$ cat config.mk
export PLATFORM = sky130hd
export DESIGN_NAME = swp_ctrl
export DESIGN_NICKNAME = d
export VERILOG_FILES = /design/src/rtl/swp_pkg.sv /design/src/rtl/swp_ctrl.sv
export SDC_FILE = /design/constraint.sdc
export NUM_CORES = 1
export LEC_CHECK = 0
export ABC_AREA = 1
export BUFFER_PORTS_ARGS = -buffer_cell sky130_fd_sc_hd__buf_2
export CAP_MARGIN = 30
export CORE_AREA = 2 2 39 41
export CTS_CLUSTER_SIZE = 8
export DETAILED_ROUTE_END_ITERATION = 8
export DIE_AREA = 0 0 41 43
export PLACE_DENSITY = 0.44
export SLEW_MARGIN = 20
export SYNTH_ARGS = -nofsm -noshare
export SYNTH_HDL_FRONTEND = slang
export SYNTH_SLANG_ARGS = --single-unit
$ cat constraint.sdc
create_clock -name clk -period 0.9 [get_ports clk]
set_input_delay 0.09 -clock clk [delete_from_list [all_inputs] [get_ports clk]]
set_output_delay 0.09 -clock clk [all_outputs]
set_load 0.1 [all_outputs]
$ cat src/rtl/swp_pkg.sv
// Shared constants, command and status types, and the percentile rank table.
package swp_pkg;

    localparam int SAMPLE_W     = 32;
    localparam int HELD_W       = 6;
    localparam int WINDOW_DEPTH = 32;
    localparam int PTR_W        = (WINDOW_DEPTH > 1) ? $clog2(WINDOW_DEPTH) : 1;
    localparam int CNT_W        = $clog2(WINDOW_DEPTH + 1);

    localparam int PCT_RANK  = 95;
    localparam int PCT_ROUND = 99;
    localparam int PCT_SCALE = 100;

    typedef logic [PTR_W-1:0] rank_lut_t [0:WINDOW_DEPTH];

    // Nearest-rank index into the sorted window for every possible fill level.
    function automatic rank_lut_t build_rank_lut();
        rank_lut_t lut;
        int        k;
        for (int n = 0; n <= WINDOW_DEPTH; n++) begin
            if (n == 0) begin
                k = 0;
            end
            else begin
                k = (n * PCT_RANK + PCT_ROUND) / PCT_SCALE;
                k = (k > 0) ? k - 1 : 0;
                if (k >= n) begin
                    k = n - 1;
                end
            end
            lut[n] = PTR_W'(k);
        end
        return lut;
    endfunction

    localparam rank_lut_t RANK_LUT = build_rank_lut();

    typedef struct packed {
        logic take;  // latch the input beat and start the ring read
        logic del;   // remove the oldest sample from the sorted bank
        logic ins;   // insert the new sample and write it to the ring
        logic pick;  // look up the rank index for the current fill level
        logic load;  // load the result register
    } swp_cmd_t;

    typedef struct packed {
        logic clearing;
        logic full;
    } swp_status_t;

endpackage

$ cat src/rtl/swp_ctrl.sv
// Percentile sequencer: add beats run delete, insert, pick; clears skip to pick.
module swp_ctrl
    import swp_pkg::*;
(
    input  logic        clk,
    input  logic        rst_n,
    input  logic        in_valid,
    output logic        in_ready,
    output logic        out_valid,
    input  logic        out_ready,
    input  swp_status_t status,
    output swp_cmd_t    cmd
);
    localparam logic [2:0] S_IDLE = 3'd0;
    localparam logic [2:0] S_DEL  = 3'd1;
    localparam logic [2:0] S_INS  = 3'd2;
    localparam logic [2:0] S_PICK = 3'd3;
    localparam logic [2:0] S_OUT  = 3'd4;

    logic [2:0] state_reg;
    logic [2:0] state_next;
    logic       out_valid_reg;
    logic       out_valid_next;
    logic       slot_free;

    assign slot_free = !out_valid_reg || out_ready;
    assign in_ready  = (state_reg == S_IDLE);
    assign out_valid = out_valid_reg;

    always_comb
    begin
        state_next = state_reg;
        cmd        = '0;
        unique case (state_reg)
            S_IDLE:
            begin
                if (in_valid)
                begin
                    cmd.take   = 1'b1;
                    state_next = S_DEL;
                end
            end
            S_DEL:
            begin
                if (status.clearing)
                begin
                    state_next = S_PICK;
                end
                else
                begin
                    cmd.del    = status.full;
                    state_next = S_INS;
                end
            end
            S_INS:
            begin
                cmd.ins    = 1'b1;
                state_next = S_PICK;
            end
            S_PICK:
            begin
                cmd.pick   = 1'b1;
                state_next = S_OUT;
            end
            S_OUT:
            begin
                if (slot_free)
                begin
                    cmd.load   = 1'b1;
                    state_next = S_IDLE;
                end
            end
            default:
            begin
                state_next = S_IDLE;
            end
        endcase
    end

    always_comb
    begin
        if (cmd.load)
        begin
            out_valid_next = 1'b1;
        end
        else if (out_ready)
        begin
            out_valid_next = 1'b0;
        end
        else
        begin
            out_valid_next = out_valid_reg;
        end
    end

    always_ff @(posedge clk or negedge rst_n)
    begin
        if (!rst_n)
        begin
            state_reg     <= S_IDLE;
            out_valid_reg <= 1'b0;
        end
        else
        begin
            state_reg     <= state_next;
            out_valid_reg <= out_valid_next;
        end
    end

    // A new beat is never taken while the previous one is still being worked on.
    a_busy_after_take: assert property (@(posedge clk) disable iff (!rst_n)
        (in_valid && in_ready) |=> !in_ready)
        else $error("input taken while the sequencer was busy");

    // The result register is only ever filled from the output state.
    a_load_from_out: assert property (@(posedge clk) disable iff (!rst_n)
        $rose(out_valid_reg) |-> ($past(state_reg) == S_OUT))
        else $error("result appeared outside the output state");

    // A finished result waits in the output state while the register is occupied.
    a_hold_out: assert property (@(posedge clk) disable iff (!rst_n)
        (state_reg == S_OUT && out_valid_reg && !out_ready) |=> (state_reg == S_OUT))
        else $error("result overwritten before it was taken");
endmodule

==> reports/qor.txt, run 1 <==
Outcome -> complete, but fails checks
Failing checks -> negative setup slack
Max Freq -> 771 MHz
Core Area -> 0.00138 sq mm
Metal2 WL -> 406 microns
DR vias -> 305
CP endpoint kind -> output pin
Post-Syn Instances -> 35
Commonest non-fill, non-tap cell in the layout -> buf_4
Worst-skew pair later-pin latency -> 0.23 ns
Fin crit share -> 1.44
Max FFs per register -> 3
Worst hold path type -> in2reg
Min Tclk post-route -> 1.30 ns
Initial antenna violation count -> 0
Overall routing resource usage -> 0.0988
P&R area growth vs syn -> 160%
Die outline width -> 41 microns
Ant diodes -> 0
WL met1 -> 243 microns
Cell family with most CP delay -> flip-flops
Largest net degree at the start of global routing -> 7
# fillers -> 139
Synth Net Count -> 41
Die H -> 43 microns
Hold Fails Final Rpt -> 0
Simple-Gate Fraction of Synth Area -> 0.352
Synth Area in Compound Gates -> 0.0622
Relative slew slack -> 0.890
Post-synthesis instance area -> 241 sq um
Critical-path cell list -> nor2_4, nand2_2, nor2_4, buf_12
Crit Path Class -> reg2out
I/O Buffers -> 12
Ys Warns -> 0
Clk slew on worst S/H paths -> 0.04 ns
Mapped Avg Cell Area -> 6.90 sq um
Crit-path max cell delay -> 0.41 ns
Final RePlAce weighted congestion -> 0.712
Crit Path Max Fanout -> 3
Final wirelength -> 671 microns
Overflow after GRT -> 0
# DRC -> 0
Post-DR wirelength/cell -> 8.60 microns
Initial Util -> 0.175
Final instance area -> 628 sq um
CP bufs+invs -> 1
Adder-Cell Fraction of Synth Area -> 0
Drt pass-1 iters -> 2
CTS Root Cell -> clkbuf_4
Data arrival, critical path -> 1.21 ns
Top Ports -> 13
Clock Tree Buf Depth -> 2
RSZ-0062 raised after global routing -> true
Cts bufs inserted -> 3
Max layer used -> met3
Most used cell, CP -> nor2_4
Multiplexer share of the synthesized area -> 0
Fin Setup TNS -> -3.09 ns
Post-synth cell types -> 11
Post-synthesis sequential area ratio -> 0.415
Die footprint -> 0.00176 sq mm
Synth Register Bits -> 4
Worst Slack Setup Final -> -0.397 ns
Skew final -> 0.00772 ns
Final nets -> 69
Post-synthesis xor/xnor area fraction -> 0
Critical path startpoint category -> register
Final setup violation count -> 11
Final ANT Viol Nets -> 0
H-tree levels -> 1
Max Cap Violations -> 0
Clk sink count -> 4
Dpl hpwl -> 422 microns
Largest family of logic cells by synthesized area -> simple AND/OR/NAND/NOR gates
Drt via density -> 3.91
Final Max Slew Viols -> 0
CP required -> 0.81 ns
# rows -> 14
DP Area -> 495 sq um
First-pass GRT wire length -> 1.15 mm
CTS tree -> yes
Layout cell share with drive strength beyond 1 -> 0.774
DR iter-0 viols -> 6
Tightest Pin Transition -> 0.163 ns
Critical-path top delay cell -> dfrtp_1
Met3 wire len -> 21 microns
Vias in the first global route -> 303
Most frequent cells in the layout -> buf_4 (8), buf_12 (7), buf_2 (5)
==> worst paths after layout <==
check                        startpoint      endpoint  slack [ns]  cells after the start
max                        state_reg[0]        cmd[0]       -0.40                      4
min                           out_ready     out_valid        0.05                      2
max reg2reg                state_reg[0]  state_reg[0]       -0.36                      8
min reg2reg                state_reg[2]  state_reg[0]        0.59                      3
max in group asynchronous         rst_n  state_reg[1]        0.58                      2
min in group asynchronous         rst_n     out_valid        0.19                      2
==> Yosys cell counts <==
master | instances | area share
inv_2 | 1 | 0.016
nand3_1 | 2 | 0.041
dfrtp_1 | 4 | 0.41
buf_4 | 2 | 0.062
o21ai_1 | 2 | 0.041
nand2_1 | 8 | 0.12
nand3_2 | 1 | 0.041
nor2_2 | 2 | 0.052
nor2_1 | 6 | 0.093
inv_1 | 6 | 0.093
o21ai_0 | 1 | 0.021
==> worst register-to-register path, delay by kind of cell, from the launching register on <==
family / cells / cell delay, ns
buf+inv: 4 / 0.39
flops: 1 / 0.41
simple gates: 4 / 0.35
==> per-stage QoR <==
stage / hold WS [ns] / instances / setup slack (ns) / utilization
6_report: 0.0548 / 78 / -0.397 / 0.454
5_1_grt: 0.0645 / 78 / -0.480 / 0.454
4_1_cts: 0.0538 / 76 / -0.406 / 0.429
2_1_floorplan: -0.206 / 35 / -0.328 / -
3_3_place_gp: -0.102 / 67 / -0.243 / 0.358
3_5_place_dp: -0.102 / 67 / -0.258 / 0.358
==> routing by layer <==
metal  vias up  GRT usage
li1        156          -
met1       140      0.111
met2         9      0.144
met3         0     0.0314
met4         0     0.0800
met5         -          0
==> layout make-up <==
cell class                      instances  area (sq um)  share of cell area
Tap cell                               16          20.0              0.0319
Sequential cell                         4           105               0.167
Clock buffer                            4          26.3              0.0418
Inverter                                7          33.8              0.0538
Multi-Input combinational cell         22           163               0.259
Timing Repair Buffer                   25           280               0.446
==> kinds of logic (layout without fill, tap and decap cells) <==
family | after synthesis | count (layout)
and+or+nand+nor | 19 | 19
buffers and inverters | 9 | 36
DFF | 4 | 4
AOI/OAI and AO/OA | 3 | 3
==> timing repair <==
action	4_1_cts	5_1_grt
setup endpoints to repair	10	11
pin swaps	3	4
hold endpoints to repair	4	0
hold buffers	1	0
buffers inserted	4	3
gates resized for setup	10	7
Power of run 1 is not shown: default switching activity piles up to over one toggle a cycle in this logic, so the estimate is an artifact.
==> run 2: changes to the inputs <==
--- a/config.mk
+++ b/config.mk
@@ -12,7 +12,8 @@
 export CTS_CLUSTER_SIZE = 8
 export DETAILED_ROUTE_END_ITERATION = 8
 export DIE_AREA = 0 0 41 43
-export PLACE_DENSITY = 0.44
+export PLACE_DENSITY = 0.42
+export REMOVE_ABC_BUFFERS = 1
 export SLEW_MARGIN = 20
 export SYNTH_ARGS = -nofsm -noshare
 export SYNTH_HDL_FRONTEND = slang
==> constraint.sdc (replaced) <==
create_clock -name clk -period 1.4 [get_ports clk]
set_input_delay 0.14 -clock clk [delete_from_list [all_inputs] [get_ports clk]]
set_output_delay 0.14 -clock clk [all_outputs]
set_load 0.1 [all_outputs]
==> reports/qor.txt, run 2 (synthesis results as in run 1) <==
Final RePlAce weighted congestion -> 0.697 (-2.2%)
Skew final -> 0.00161 ns (-0.00611 ns)
Initial antenna violation count -> 0 (unchanged)
# fillers -> 165 (+19%)
P&R area growth vs syn -> 89.6%
Core Util, Final -> 0.331 (-0.123)
Relative slew slack -> 0.679 (-0.211)
Post-DR wirelength/cell -> 7.89 microns (-8.3%)
Hold WS -> 0.104 ns (+0.0493 ns)
Outcome -> finished clean
CP required -> 1.26 ns (+0.45 ns)
Top Ports -> 13 (unchanged)
Cts bufs inserted -> 3 (unchanged)
Crit Path Max Fanout -> 5 (+2)
Worst-skew pair later-pin latency -> 0.23 ns (about the same)
# rows -> 14 (unchanged)
Final ANT Viol Nets -> 0 (unchanged)
H-tree levels -> 1 (unchanged)
# DRC -> 0 (unchanged)
Drt pass-1 iters -> 2 (unchanged)
Number of cells on the critical path -> 4 (unchanged)
Crit Path Class -> reg2out
Vias in the first global route -> 224 (-26%)
Core Area -> 0.00138 sq mm (unchanged)
Drt via density -> 3.85 (-1.6%)
Largest net degree at the start of global routing -> 7 (unchanged)
CTS Root Cell -> clkbuf_4
Critical path startpoint category -> register
Final Max Slew Viols -> 0 (unchanged)
DR iter-0 viols -> 4 (-2)
Clock Tree Buf Depth -> 2 (unchanged)
Fin crit share -> 0.976
Die H -> 43 microns (unchanged)
Crit-path max cell delay -> 0.43 ns (+0.02 ns)
DR vias -> 250 (-18%)
Overflow after GRT -> 0 (unchanged)
Worst Reg2Reg Path Length in Cells -> 5 (-3)
First-pass GRT wire length -> 828 microns (-28%)
Overall routing resource usage -> 0.0744 (-0.0243)
Fin Setup TNS -> 0 ns (+3.09 ns)
Max Cap Violations -> 0 (unchanged)
Critical-path top delay cell -> dfrtp_2
Dpl hpwl -> 409 microns (-3.0%)
Critical-path cell list -> nor2_4, nand2_2, nor2_4, buf_12
Worst hold path type -> in2reg
Final wirelength -> 513 microns (-24%)
CP bufs+invs -> 1 (unchanged)
RSZ-0062 raised after global routing -> true
Final nets -> 57 (-17%)
Cell Count, Final, Fillers Out -> 65 (-17%)
Layout cell share with drive strength beyond 1 -> 0.531 (-0.244)
Ant diodes -> 0 (unchanged)
Data arrival, critical path -> 1.23 ns (+0.02 ns)
Placed cells -> 61 (-9.0%)
Cell family with most CP delay -> flip-flops
Max Freq -> 732 MHz
CTS tree -> yes
Hold Fails Final Rpt -> 0 (unchanged)
Min Tclk post-route -> 1.37 ns
Max FFs per register -> 3 (unchanged)
Die footprint -> 0.00176 sq mm (unchanged)
Final setup violation count -> 0 (-11)
Clk sink count -> 4 (unchanged)
Most used cell, CP -> nor2_4
Hold path depth -> 2 (unchanged)
Initial Util -> 0.175 (unchanged)
I/O Buffers -> 12 (unchanged)
CP endpoint kind -> output pin
Most frequent cells in the layout -> nand2_1 (6), buf_2 (6), buf_12 (6), inv_1 (5)
Die outline width -> 41 microns (unchanged)
Clk slew on worst S/H paths -> 0.04 ns (about the same)
Tightest Pin Transition -> 0.484 ns (+0.321 ns)
-- run 2: changes by cell type in the layout (fill, tap and decap cells not counted), moves of 2 or more --
cell / delta
buf_4: -8
buf_6: -4
clkinvlp_4: -2
inv_1: +3
nand2_1: +2
nor2_1: +2
o21ai_1: +2
o21ai_2: -2
-- run 2: per-layer routing --
layer	share of wire	up-vias	track usage	routed length (microns)
met5	0	-	0	0
met4	0	0	0.100	0
met3	0.070	0	0.0157	36
met2	0.53	7	0.0906	272
met1	0.40	111	0.0874	204
li1	-	132	-	-
-- run 2: worst paths after layout --
kind                                 to    startpoint  slack, ns
min                           out_valid     out_ready       0.10
max reg2reg                state_reg[0]     out_valid       0.46
min reg2reg                   out_valid     out_valid       0.53
min in group asynchronous  state_reg[0]         rst_n       0.24
max                              cmd[4]  state_reg[1]       0.03
max in group asynchronous  state_reg[1]         rst_n       1.03
-- run 2: repair_timing --
action | 4_1_cts | 5_1_grt
setup buffers | 0 | 0
hold buffers | 1 | 0
cloned | 0 | 0
pin swaps | 0 | 3
gates resized for setup | 3 | 7
setup endpoints to repair | 2 | 6
hold endpoints to repair | 4 | 0
-- run 2: through the flow --
stage	setup WS, ns	cell area, sq um
after floorplan	-0.983	226
after global placement	0.216	397
after detailed placement	0.213	397
after CTS	0.0247	439
after global routing	-0.0417	458
final	0.0332	458
-- run 2: area by class of cell --
class | instances | area, sq um | area share
clock buffer | 3 | 22.5 | 0.0492
inverter | 7 | 26.3 | 0.0574
multi-input combinational | 22 | 128 | 0.279
sequential | 4 | 101 | 0.221
tap | 16 | 20.0 | 0.0437
timing repair buffer | 13 | 160 | 0.350
Power of run 2 is left out for the same reason.
==> run 3: changes to the inputs <==
--- a/config.mk
+++ b/config.mk
@@ -6,13 +6,13 @@
 export NUM_CORES = 1
 export LEC_CHECK = 0
 export ABC_AREA = 1
-export BUFFER_PORTS_ARGS = -buffer_cell sky130_fd_sc_hd__buf_2
 export CAP_MARGIN = 30
 export CORE_AREA = 2 2 39 41
 export CTS_CLUSTER_SIZE = 8
 export DETAILED_ROUTE_END_ITERATION = 8
 export DIE_AREA = 0 0 41 43
-export PLACE_DENSITY = 0.42
+export DONT_BUFFER_PORTS = 1
+export PLACE_DENSITY = 0.3
 export REMOVE_ABC_BUFFERS = 1
 export SLEW_MARGIN = 20
 export SYNTH_ARGS = -nofsm -noshare
==> reports/qor.txt, run 3 (synthesis results as in run 1) <==
Initial antenna violation count -> 0 (unchanged)
RSZ-0062 raised after global routing -> true
DR vias -> 248 (-0.80%)
Crit Path Class -> reg2out
Clk sink count -> 4 (unchanged)
Worst hold path type -> in2reg
CTS tree -> yes
Overall routing resource usage -> 0.0824 (+0.00797)
First-pass GRT wire length -> 903 microns (+9.1%)
Top Ports -> 13 (unchanged)
Layout cell share with drive strength beyond 1 -> 0.478 (-0.0524)
Hold endpoint -> state_reg[2]
Hold path depth -> 3 (+1)
Final setup violation count -> 0 (unchanged)
Hold Fails Final Rpt -> 0 (unchanged)
Reg2reg setup slack -> 0.43 ns (-0.03 ns)
Relative slew slack -> 0.794 (+0.115)
Die outline width -> 41 microns (unchanged)
Ant diodes -> 0 (unchanged)
Max Cap Violations -> 0 (unchanged)
Max Freq -> 730 MHz (-0.19%)
P&R area growth vs syn -> 87.6%
Core Area -> 0.00138 sq mm (unchanged)
Most frequent cells in the layout -> nand2_1 (6), buf_12 (6), inv_1 (5)
Outcome -> finished clean
Max FFs per register -> 3 (unchanged)
Cts bufs inserted -> 3 (unchanged)
Final Max Slew Viols -> 0 (unchanged)
Skew final -> 0.00290 ns (+0.00129 ns)
# rows -> 14 (unchanged)
Overflow after GRT -> 0 (unchanged)
Initial Util -> 0.175 (unchanged)
Drt pass-1 iters -> 4 (+2)
CP endpoint kind -> output pin
Largest net degree at the start of global routing -> 7 (unchanged)
DR iter-0 viols -> 5 (+1)
Worst reg2reg endpoint -> state_reg[0]
Clock Tree Buf Depth -> 2 (unchanged)
Worst Reg2Reg Path Length in Cells -> 5 (unchanged)
Reg2reg start -> out_valid
Die footprint -> 0.00176 sq mm (unchanged)
Dpl hpwl -> 442 microns (+8.1%)
Worst Slack Setup Final -> 0.0305 ns (-0.00267 ns)
Fin Setup TNS -> 0 ns (unchanged)
Final nets -> 54 (-5.3%)
Worst slack, placed -> 0.238 ns (+0.0254 ns)
Critical-path top delay cell -> dfrtp_2
# DRC -> 0 (unchanged)
Final RePlAce weighted congestion -> 0.665 (-4.6%)
Post-DR wirelength/cell -> 8.84 microns (+12%)
Crit-path max cell delay -> 0.43 ns (about the same)
Critical-path cell list -> nor2_4, nand2_2, nor2_4, buf_12
CTS Root Cell -> clkbuf_4
CP required -> 1.26 ns (about the same)
HP Start -> out_ready
I/O Buffers -> 0 (-12)
H-tree levels -> 1 (unchanged)
Data arrival, critical path -> 1.23 ns (about the same)
Most used cell, CP -> nor2_4
Final ANT Viol Nets -> 0 (unchanged)
Tightest Pin Transition -> 0.308 ns (-0.177 ns)
Crit Path Max Fanout -> 5 (unchanged)
Worst-skew pair later-pin latency -> 0.24 ns (about the same)
Min Tclk post-route -> 1.37 ns (+0.00267 ns)
Final wirelength -> 548 microns (+6.8%)
Hold WS -> 0.138 ns (+0.0341 ns)
Die H -> 43 microns (unchanged)
Fin crit share -> 0.978 (+0.00191)
Critical path startpoint category -> register
Clk slew on worst S/H paths -> 0.04 ns (about the same)
Vias in the first global route -> 225 (+0.45%)
Drt via density -> 4.00 (+4.0%)
==> run 3: cell types whose count changed in the layout (fill, tap and decap cells not counted) <==
| cell | before | now |
|---|---|---|
| dlygate4sd3_1 | 1 | 2 |
| buf_4 | 0 | 2 |
| buf_2 | 6 | 0 |
==> run 3: worst max path at each step <==
stage | start | to | cells after the start
final | state_reg[1] | cmd[4] | 4
after global routing | state_reg[0] | cmd[3] | 5
after CTS | state_reg[1] | cmd[0] | 4
after detailed placement | state_reg[1] | cmd[4] | 4
after global placement | state_reg[0] | cmd[4] | 4
after floorplan | out_valid | cmd[0] | 3
==> run 3: layout make-up <==
class                           count  area (sq um)
Fill cell                         154           931
Timing Repair Buffer               10           155
Multi-Input combinational cell     22           128
Sequential cell                     4           101
Inverter                            7          26.3
Clock buffer                        3          22.5
Tap cell                           16          20.0
==> run 3: routing by layer <==
metal  share of wire  wire, microns  vias up  GRT usage
met2            0.49            270       10      0.106
met1            0.39            212      108     0.0839
met4           0.015              8        0     0.0600
met5               0              0        -          0
met3            0.10             56        3     0.0681
li1                -              -      127          -
==> run 3: repair_timing <==
item,CTS,global route
endpoints found under the hold margin,5,0
endpoints found under the setup margin,2,3
resized for setup,1,6
cloned,0,0
hold buffers,2,0
pin swaps,0,4
setup buffers,0,1
==> run 3: metrics by stage <==
stage                     area [sq um]  instances   util
after floorplan                    226         33      -
after global routing               453         62  0.327
after detailed placement           382         56  0.276
after CTS                          429         61  0.310
after global placement             382         56  0.276
final                              453         62  0.327
==> run 3: critical path, delay by kind of cell, from the launching register on <==
kind / cells / cell delay [ns]
simple gates: 3 / 0.39
flops: 1 / 0.43
buf+inv: 1 / 0.18
Power of run 3 is left out for the same reason.
